--- config.mk ---
export PLATFORM = sky130hd
export DESIGN_NAME = fpsa_ctrl
export DESIGN_NICKNAME = d
export VERILOG_FILES = /design/src/design/fpsa_pkg.sv /design/src/design/fpsa_ctrl.sv
export SDC_FILE = /design/constraint.sdc
export NUM_CORES = 1
export LEC_CHECK = 0
export BUFFER_PORTS_ARGS = -buffer_cell sky130_fd_sc_hd__buf_2
export CAP_MARGIN = 10
export CORE_ASPECT_RATIO = 1.2
export CORE_UTILIZATION = 45
export DETAILED_ROUTE_END_ITERATION = 7
export PLACE_DENSITY = 0.73
export RECOVER_POWER = 100
export SYNTH_ARGS = -nofsm -noshare
export SYNTH_HDL_FRONTEND = slang
export SYNTH_SLANG_ARGS = --single-unit
--- constraint.sdc ---
create_clock -name clk -period 1.5 [get_ports clk]
set_input_delay 0.225 -clock clk [delete_from_list [all_inputs] [get_ports clk]]
set_output_delay 0.225 -clock clk [all_outputs]
set_load 0.05 [all_outputs]
--- src/design/fpsa_pkg.sv ---
// Types, constants and command codes of the free page stack allocator
`default_nettype none
package fpsa_pkg;

	localparam int GLOBAL_DEPTH = 65536;
	localparam int LOCAL_DEPTH  = 255;
	localparam int REFILL_COUNT = 64;
	localparam int SPILL_COUNT  = 128;
	localparam int REFILL_LIM   = (REFILL_COUNT < LOCAL_DEPTH) ? REFILL_COUNT : LOCAL_DEPTH;
	localparam int SPILL_K      = (SPILL_COUNT < LOCAL_DEPTH) ? SPILL_COUNT : LOCAL_DEPTH;

	localparam int PAGE_W  = 20;
	localparam int COUNT_W = 17;
	localparam int BYTES_W = 32;
	localparam int NPG_W   = BYTES_W - 11;
	localparam int GAW     = $clog2(GLOBAL_DEPTH);
	localparam int LAW     = $clog2(LOCAL_DEPTH + 1);

	localparam logic [COUNT_W-1:0] COUNT_MAX = '1;

	typedef enum logic [1:0] {
		KIND_SEED  = 2'd0,
		KIND_ALLOC = 2'd1,
		KIND_FREE  = 2'd2,
		KIND_RUN   = 2'd3
	} kind_t;

	typedef enum logic [1:0] {
		ST_OK       = 2'd0,
		ST_NO_PAGES = 2'd1,
		ST_OVERFLOW = 2'd2,
		ST_NO_RUN   = 2'd3
	} status_t;

	typedef struct packed {
		logic [1:0]         kind;
		logic [PAGE_W-1:0]  page_number;
		logic [BYTES_W-1:0] byte_size;
	} in_item_t;

	typedef struct packed {
		logic [PAGE_W-1:0]  result_page;
		logic [1:0]         status;
		logic [COUNT_W-1:0] allocated_pages;
		logic [COUNT_W-1:0] free_pages;
	} out_item_t;

	typedef enum logic [4:0] {
		S_IDLE,
		S_DECODE,
		S_G_POP,
		S_REF_RD,
		S_REF_WR,
		S_L_RD,
		S_L_POP,
		S_SPL_RD,
		S_SPL_WR,
		S_LPUSH,
		S_SRCH_RD,
		S_SRCH_CHK,
		S_SH_INIT,
		S_SH_CHK,
		S_SH_RD,
		S_SH_WR,
		S_SH_DONE,
		S_FINISH
	} ctrl_state_t;

	typedef enum logic [4:0] {
		OP_NONE,
		OP_LOAD,
		OP_SEED,
		OP_GFREE,
		OP_GREAD,
		OP_GPOP,
		OP_REF_WR,
		OP_LREAD,
		OP_LPOP,
		OP_SPL_WR,
		OP_LPUSH,
		OP_SRCH_INIT,
		OP_SRCH_RD,
		OP_SRCH_CHK,
		OP_SH_INIT,
		OP_SH_RD,
		OP_SH_WR,
		OP_SH_DONE,
		OP_EMIT
	} dp_op_t;

	typedef struct packed {
		dp_op_t  op;
		logic    fail;
		status_t fail_status;
	} dp_cmd_t;

	typedef struct packed {
		kind_t kind;
		logic  cache_en;
		logic  seed_err;
		logic  free_err;
		logic  spill_err;
		logic  run_err;
		logic  gc_zero;
		logic  lc_zero;
		logic  lc_full;
		logic  refill_more;
		logic  spill_more;
		logic  chk_hit;
		logic  chk_last;
		logic  sh_more;
		logic  out_busy;
	} dp_stat_t;

endpackage
`default_nettype wire

--- src/design/fpsa_ctrl.sv ---
// Controller: sequences each transaction through the datapath
`default_nettype none
module fpsa_ctrl (
	input  wire                clk,
	input  wire                arst_n,
	input  wire                in_valid,
	output logic               in_stall,
	input  fpsa_pkg::dp_stat_t stat,
	output fpsa_pkg::dp_cmd_t  cmd
);
	import fpsa_pkg::*;

	ctrl_state_t state_q, state_nx;

	// Advance state
	always_ff @(posedge clk or negedge arst_n) begin
		if (!arst_n)
			state_q <= S_IDLE;
		else
			state_q <= state_nx;
	end

	assign in_stall = state_q != S_IDLE;

	// Next state
	always_comb begin
		state_nx = state_q;
		unique case (state_q)
			S_IDLE: if (in_valid) state_nx = S_DECODE;
			S_DECODE: begin
				unique case (stat.kind)
					KIND_SEED: state_nx = S_FINISH;
					KIND_ALLOC: begin
						if (!stat.cache_en)
							state_nx = stat.gc_zero ? S_FINISH : S_G_POP;
						else if (!stat.lc_zero)
							state_nx = S_L_POP;
						else
							state_nx = stat.gc_zero ? S_FINISH : S_REF_WR;
					end
					KIND_FREE: begin
						if (!stat.cache_en || !stat.lc_full)
							state_nx = S_FINISH;
						else
							state_nx = stat.spill_err ? S_FINISH : S_SPL_WR;
					end
					KIND_RUN: state_nx = stat.run_err ? S_FINISH : S_SRCH_RD;
					default: state_nx = S_FINISH;
				endcase
			end
			S_G_POP:    state_nx = S_FINISH;
			S_REF_RD:   state_nx = S_REF_WR;
			S_REF_WR:   state_nx = stat.refill_more ? S_REF_RD : S_L_RD;
			S_L_RD:     state_nx = S_L_POP;
			S_L_POP:    state_nx = S_FINISH;
			S_SPL_RD:   state_nx = S_SPL_WR;
			S_SPL_WR:   state_nx = stat.spill_more ? S_SPL_RD : S_LPUSH;
			S_LPUSH:    state_nx = S_FINISH;
			S_SRCH_RD:  state_nx = S_SRCH_CHK;
			S_SRCH_CHK: begin
				if (stat.chk_hit)
					state_nx = S_SH_INIT;
				else if (stat.chk_last)
					state_nx = S_FINISH;
				else
					state_nx = S_SRCH_RD;
			end
			S_SH_INIT:  state_nx = S_SH_CHK;
			S_SH_CHK:   state_nx = stat.sh_more ? S_SH_RD : S_SH_DONE;
			S_SH_RD:    state_nx = S_SH_WR;
			S_SH_WR:    state_nx = S_SH_CHK;
			S_SH_DONE:  state_nx = S_FINISH;
			S_FINISH:   if (!stat.out_busy) state_nx = S_IDLE;
			default:    state_nx = S_IDLE;
		endcase
	end

	// Datapath commands
	always_comb begin
		cmd.op          = OP_NONE;
		cmd.fail        = 1'b0;
		cmd.fail_status = ST_OK;
		unique case (state_q)
			S_IDLE: if (in_valid) cmd.op = OP_LOAD;
			S_DECODE: begin
				unique case (stat.kind)
					KIND_SEED: begin
						if (stat.seed_err) begin
							cmd.fail        = 1'b1;
							cmd.fail_status = ST_OVERFLOW;
						end else begin
							cmd.op = OP_SEED;
						end
					end
					KIND_ALLOC: begin
						if (stat.cache_en && !stat.lc_zero) begin
							cmd.op = OP_LREAD;
						end else if (stat.gc_zero) begin
							cmd.fail        = 1'b1;
							cmd.fail_status = ST_NO_PAGES;
						end else begin
							cmd.op = OP_GREAD;
						end
					end
					KIND_FREE: begin
						if (!stat.cache_en) begin
							if (stat.free_err) begin
								cmd.fail        = 1'b1;
								cmd.fail_status = ST_OVERFLOW;
							end else begin
								cmd.op = OP_GFREE;
							end
						end else if (!stat.lc_full) begin
							cmd.op = OP_LPUSH;
						end else if (stat.spill_err) begin
							cmd.fail        = 1'b1;
							cmd.fail_status = ST_OVERFLOW;
						end else begin
							cmd.op = OP_LREAD;
						end
					end
					KIND_RUN: begin
						if (stat.run_err) begin
							cmd.fail        = 1'b1;
							cmd.fail_status = ST_NO_RUN;
						end else begin
							cmd.op = OP_SRCH_INIT;
						end
					end
					default: ;
				endcase
			end
			S_G_POP:   cmd.op = OP_GPOP;
			S_REF_RD:  cmd.op = OP_GREAD;
			S_REF_WR:  cmd.op = OP_REF_WR;
			S_L_RD:    cmd.op = OP_LREAD;
			S_L_POP:   cmd.op = OP_LPOP;
			S_SPL_RD:  cmd.op = OP_LREAD;
			S_SPL_WR:  cmd.op = OP_SPL_WR;
			S_LPUSH:   cmd.op = OP_LPUSH;
			S_SRCH_RD: cmd.op = OP_SRCH_RD;
			S_SRCH_CHK: begin
				cmd.op = OP_SRCH_CHK;
				if (!stat.chk_hit && stat.chk_last) begin
					cmd.fail        = 1'b1;
					cmd.fail_status = ST_NO_RUN;
				end
			end
			S_SH_INIT: cmd.op = OP_SH_INIT;
			S_SH_CHK:  cmd.op = OP_NONE;
			S_SH_RD:   cmd.op = OP_SH_RD;
			S_SH_WR:   cmd.op = OP_SH_WR;
			S_SH_DONE: cmd.op = OP_SH_DONE;
			S_FINISH:  if (!stat.out_busy) cmd.op = OP_EMIT;
			default: ;
		endcase
	end

endmodule
`default_nettype wire

==> results of run 1 <==
[stage by stage]
step	hold WS, ns	std cells	util [%]
after floorplan	-0.0706	134	-
after CTS	0.273	227	91.3
after global placement	0.0397	216	78.9
after detailed placement	0.0417	216	78.9
[kinds of logic after synthesis]
logic type,count (synthesis),synth area share (%)
AND/OR/NAND/NOR,66,41.7
flip-flops,5,13.7
AO/OA/AOI/OAI,48,35.5
buffers and inverters,15,9.15
[metal layers]
layer / track usage [%] / GRT overflow
met2: 103 / 38
met1: 72.4 / 0
met4: 99.5 / 32
met5: 0 / 0
met3: 40.3 / 2
[timing repair]
action / in CTS
pin swaps: 11
gates resized for setup: 44
endpoints found under the setup margin: 10
hold buffers: 1
hold endpoints to repair: 5
setup buffers: 5
cloned: 1
==> flow_summary.json, run 1 <==
{
  "gp_congestion": 0.924,
  "worst_path_end_type": "primary output",
  "synth-seq-cells": 5,
  "htreeDepth": 1,
  "synthTopCellsByCount": "10 x nand2_1, 10 x nor2_1, 9 x nor2b_1, 8 x a21oi_1",
  "seq_area_frac_synth_pct": 13.7,
  "initial_core_util_pct": 48.9,
  "synth_top_cell_by_area": "dfrtp_1",
  "syn_nets": 153,
  "yosys_most_used_dff": "dfrtp_1",
  "cts.sinks": 5,
  "grt_max_degree": 18,
  "placed_cell_area_mm2": 0.00148,
  "worst_endpoint": "cmd[2]",
  "synth_top_area_share_pct": 13.7,
  "error_message": "[ERROR GRT-0232] Routing congestion too high. Check the congestion heatmap in the GUI.",
  "dpl.hpwl_mm": 2.83,
  "preCtsSetupSlack_ns": -0.188,
  "stop_stage": "global routing (5_1_grt)",
  "die_y_um": 51.4,
  "place.port_buffers": 27,
  "fp.dieW_um": 43.2,
  "fp-row-count": 17,
  "yosysWarningCount": 0,
  "pin_count": 28,
  "synthTopCellsByArea": "dfrtp_1 14%, nor2b_1 6.1%, nand3b_1 4.9%, a31oi_1 4.8%, a21oi_1 4.4%",
  "clk_path_buf_depth": 2,
  "grt_overflow": 72,
  "synth.distinct_cells": 44,
  "synth-async-reset-ratio_pct": 100,
  "syn_inst": 134,
  "syn_area_per_cell_um2": 6.83,
  "numCtsBuffers": 3,
  "status": "aborted with a tool error",
  "netlist_area_um2": 916,
  "track_usage_pct": 76.7,
  "cts_root_buf": "clkbuf_4",
  "synth-edff-count": 0
}
==> run 2: changes to the inputs <==
CORE_AREA = 2 2 63 65   (was default)
CORE_ASPECT_RATIO = default   (was 1.2)
CORE_UTILIZATION = default   (was 45)
DIE_AREA = 0 0 65 67   (was default)
PLACE_DENSITY = default   (was 0.73)
PLACE_DENSITY_LB_ADDON = 0.15   (was default)
==> flow_summary.json, run 2 <==
{
  "cts.sinks": 5,
  "placed_cell_area_mm2": 0.00151,
  "fillers": 353,
  "multi_input_area_um2": 948,
  "synth_top_area_share_pct": 13.7,
  "synth.distinct_cells": 44,
  "status": "finished, violations left",
  "first_pass_iters": 4,
  "rrSetupSlack_ns": -0.18,
  "yosysWarningCount": 0,
  "avgRoutedWirePerCell_um": 14.1,
  "seq_area_frac_synth_pct": 13.7,
  "drcViolationCount": 0,
  "setup_ws_ns": -0.348,
  "pin_count": 28,
  "grt_pass1_vias": 1306,
  "setup_violations": 9,
  "numCtsBuffers": 3,
  "syn_inst": 134,
  "reg2reg_to": "state_q[2]$_DFFE_PN0P_",
  "slowest_delay_ns": 0.39,
  "synthTopCellsByCount": "10 x nand2_1, 10 x nor2_1, 9 x nor2b_1, 8 x a21oi_1",
  "vias": 1341,
  "dpl.cell_count": 244,
  "antenna_left": 0,
  "r2r-start": "state_q[3]$_DFFE_PN0P_",
  "clk_pin_slew_ns": 0.04,
  "wl_mm": 3.64,
  "path_cells": "buf_4 > nand2_1 > nor4b_4 > nand2_2 > o21ai_2 > buf_6",
  "cts_tree": "done",
  "die_y_um": 67,
  "final_cell_mix": "47 x buf_4, 17 x buf_2, 15 x buf_6",
  "arrival_ns": 1.62,
  "synth_compound_area_share_pct": 35.5,
  "path_buf_inv": 2,
  "end_kind": "output port",
  "avgViaCountPerCell": 5.20,
  "preCtsSetupSlack_ns": -0.326,
  "grt_max_degree": 23,
  "dpl.hpwl_mm": 2.80,
  "fin_crit_ns": 1.85,
  "final_core_util_pct": 51.5,
  "synthTopCellsByArea": "dfrtp_1 14%, nor2b_1 6.1%, nand3b_1 4.9%, a31oi_1 4.8%, a21oi_1 4.4%",
  "diodes": 0,
  "yosys-mux-area-fraction_pct": 0,
  "gp_congestion": 0.778,
  "design.core.area_mm2": 0.00361,
  "syn_nets": 153,
  "slowest_stage": "dfrtp_1",
  "ir_drop_v": 0.000658,
  "final_area_mm2": 0.00186,
  "clk_latency_ns": 0.22,
  "total_power_mw": 3.53,
  "setup.worst_path.end": "cmd[1]",
  "ff2ff_path_depth": 7,
  "synthAdderAreaFrac_pct": 0,
  "startpoint": "state_q[3]$_DFFE_PN0P_",
  "grt_first_pass_wirelength_mm": 5.77,
  "fp.dieW_um": 65,
  "max_cap_viol_count": 0,
  "netlist_area_um2": 916,
  "rsz0062_at_grt": "true",
  "antenna_found_initial": 0,
  "largest_reg_flops": 5,
  "cts_root_buf": "clkbuf_8",
  "tightest_slew_ns": 0.375,
  "power-per-cell-area_mw_per_mm2": 1900,
  "syn_area_per_cell_um2": 6.83,
  "cp_num_cells": 6,
  "max_freq_mhz": 541,
  "violations": "setup timing",
  "worstPathRequired_ns": 1.27,
  "clk_path_buf_depth": 2,
  "worst-path-max-fanout": 3,
  "crit_family": "simple AND/OR/NAND/NOR gates",
  "final_nets": 230,
  "fp-row-count": 22,
  "finalMaxSlewViolations": 0,
  "worstHoldPathType": "in -> reg",
  "fin_skew_ns": 0.000868,
  "synthXorXnorAreaFrac_pct": 0,
  "slew_headroom_pct": 74.8,
  "syn2layout_area_growth_pct": 103,
  "die-area_mm2": 0.00436,
  "total_leakage_power_nw": 0.773,
  "initial_core_util_pct": 25.4,
  "track_usage_pct": 17.0,
  "finalCritPeriodShare_pct": 123,
  "largest-register": "state_q",
  "crit_type": "reg -> out",
  "reg.largest.list": "state_q x5",
  "synth_simple_gate_area_share_pct": 41.7,
  "regArea_um2": 128,
  "final_common_cell": "buf_4",
  "synth-seq-cells": 5,
  "synth-async-reset-ratio_pct": 100,
  "synth_top_family_by_area": "simple AND/OR/NAND/NOR gates",
  "drt_iter0_markers": 59,
  "place.port_buffers": 27,
  "synth_top_cell_by_area": "dfrtp_1",
  "grt_overflow": 0,
  "yosys_most_used_dff": "dfrtp_1",
  "cp-start-kind": "register",
  "final_cells": 258,
  "drive_above_1_share_pct": 56.7,
  "synth-edff-count": 0,
  "final-hold-violation-count": 0,
  "htreeDepth": 1
}
run 2: cell counts after synthesis:
Identical to the previous run, type by type.
run 2: layout make-up:
cell class | instances | share of cell area [%]
Sequential cell | 5 | 6.87
Timing Repair Buffer | 83 | 35.6
Clock buffer | 4 | 2.43
Tap cell | 48 | 3.23
Multi-Input combinational cell | 114 | 51.1
Inverter | 4 | 0.809
run 2: how the worst min path moves through the flow:
stage               startpoint                     end  slack (ns)  cells past startpoint
finish                 stat[5]  state_q[1]$_DFFE_PN0P_        0.28                      3
detailed placement      arst_n  state_q[4]$_DFFE_PN0P_        0.05                      1
floorplan               arst_n  state_q[0]$_DFFE_PN0P_       -0.07                      0
global route           stat[5]  state_q[1]$_DFFE_PN0P_        0.31                      3
CTS                    stat[5]  state_q[1]$_DFFE_PN0P_        0.28                      3
global placement        arst_n  state_q[2]$_DFFE_PN0P_        0.04                      1
run 2: routing by layer:
layer / global-route usage, % / wire length (um) / vias up
met5: 0 / 0 / -
met3: 0.676 / 146 / 10
met1: 20.0 / 1540 / 617
met4: 8.78 / 108 / 0
li1: - / - / 663
met2: 31.2 / 1840 / 51
run 2: worst min-delay path: stages:
cell and delay, ns:
buf_2 0.09, nand3_1 0.07, o221ai_1 0.08
run 2: logic make-up after synthesis:
group / count (synthesis)
AOI/OAI and AO/OA: 48
buffers and inverters: 15
and+or+nand+nor: 66
DFF: 5
run 2: through the flow:
| stage | hold slack (ns) | TNS [ns] |
|---|---|---|
| 2_1_floorplan | -0.0706 | -0.586 |
| 3_3_place_gp | 0.0431 | -1.92 |
| 3_5_place_dp | 0.0483 | -1.94 |
| 4_1_cts | 0.281 | -2.22 |
| 5_1_grt | 0.306 | -3.44 |
| 6_report | 0.281 | -2.52 |
run 2: repair_timing:
action                     in CTS  in global routing
hold endpoints to repair        5                  0
setup endpoints to repair      12                 12
cloned                          0                  0
setup buffers                   4                  7
hold buffers                    1                  0
pin swaps                       5                  8
gates resized for setup        39                 21
run 2: report_power, final:
group,internal (mW),switching (mW)
clock network,0.182,0.0657
logic,1.42,1.57
registers,0.194,0.0852
total,1.80,1.72
No activity file was read; power rests on OpenSTA's default activity.
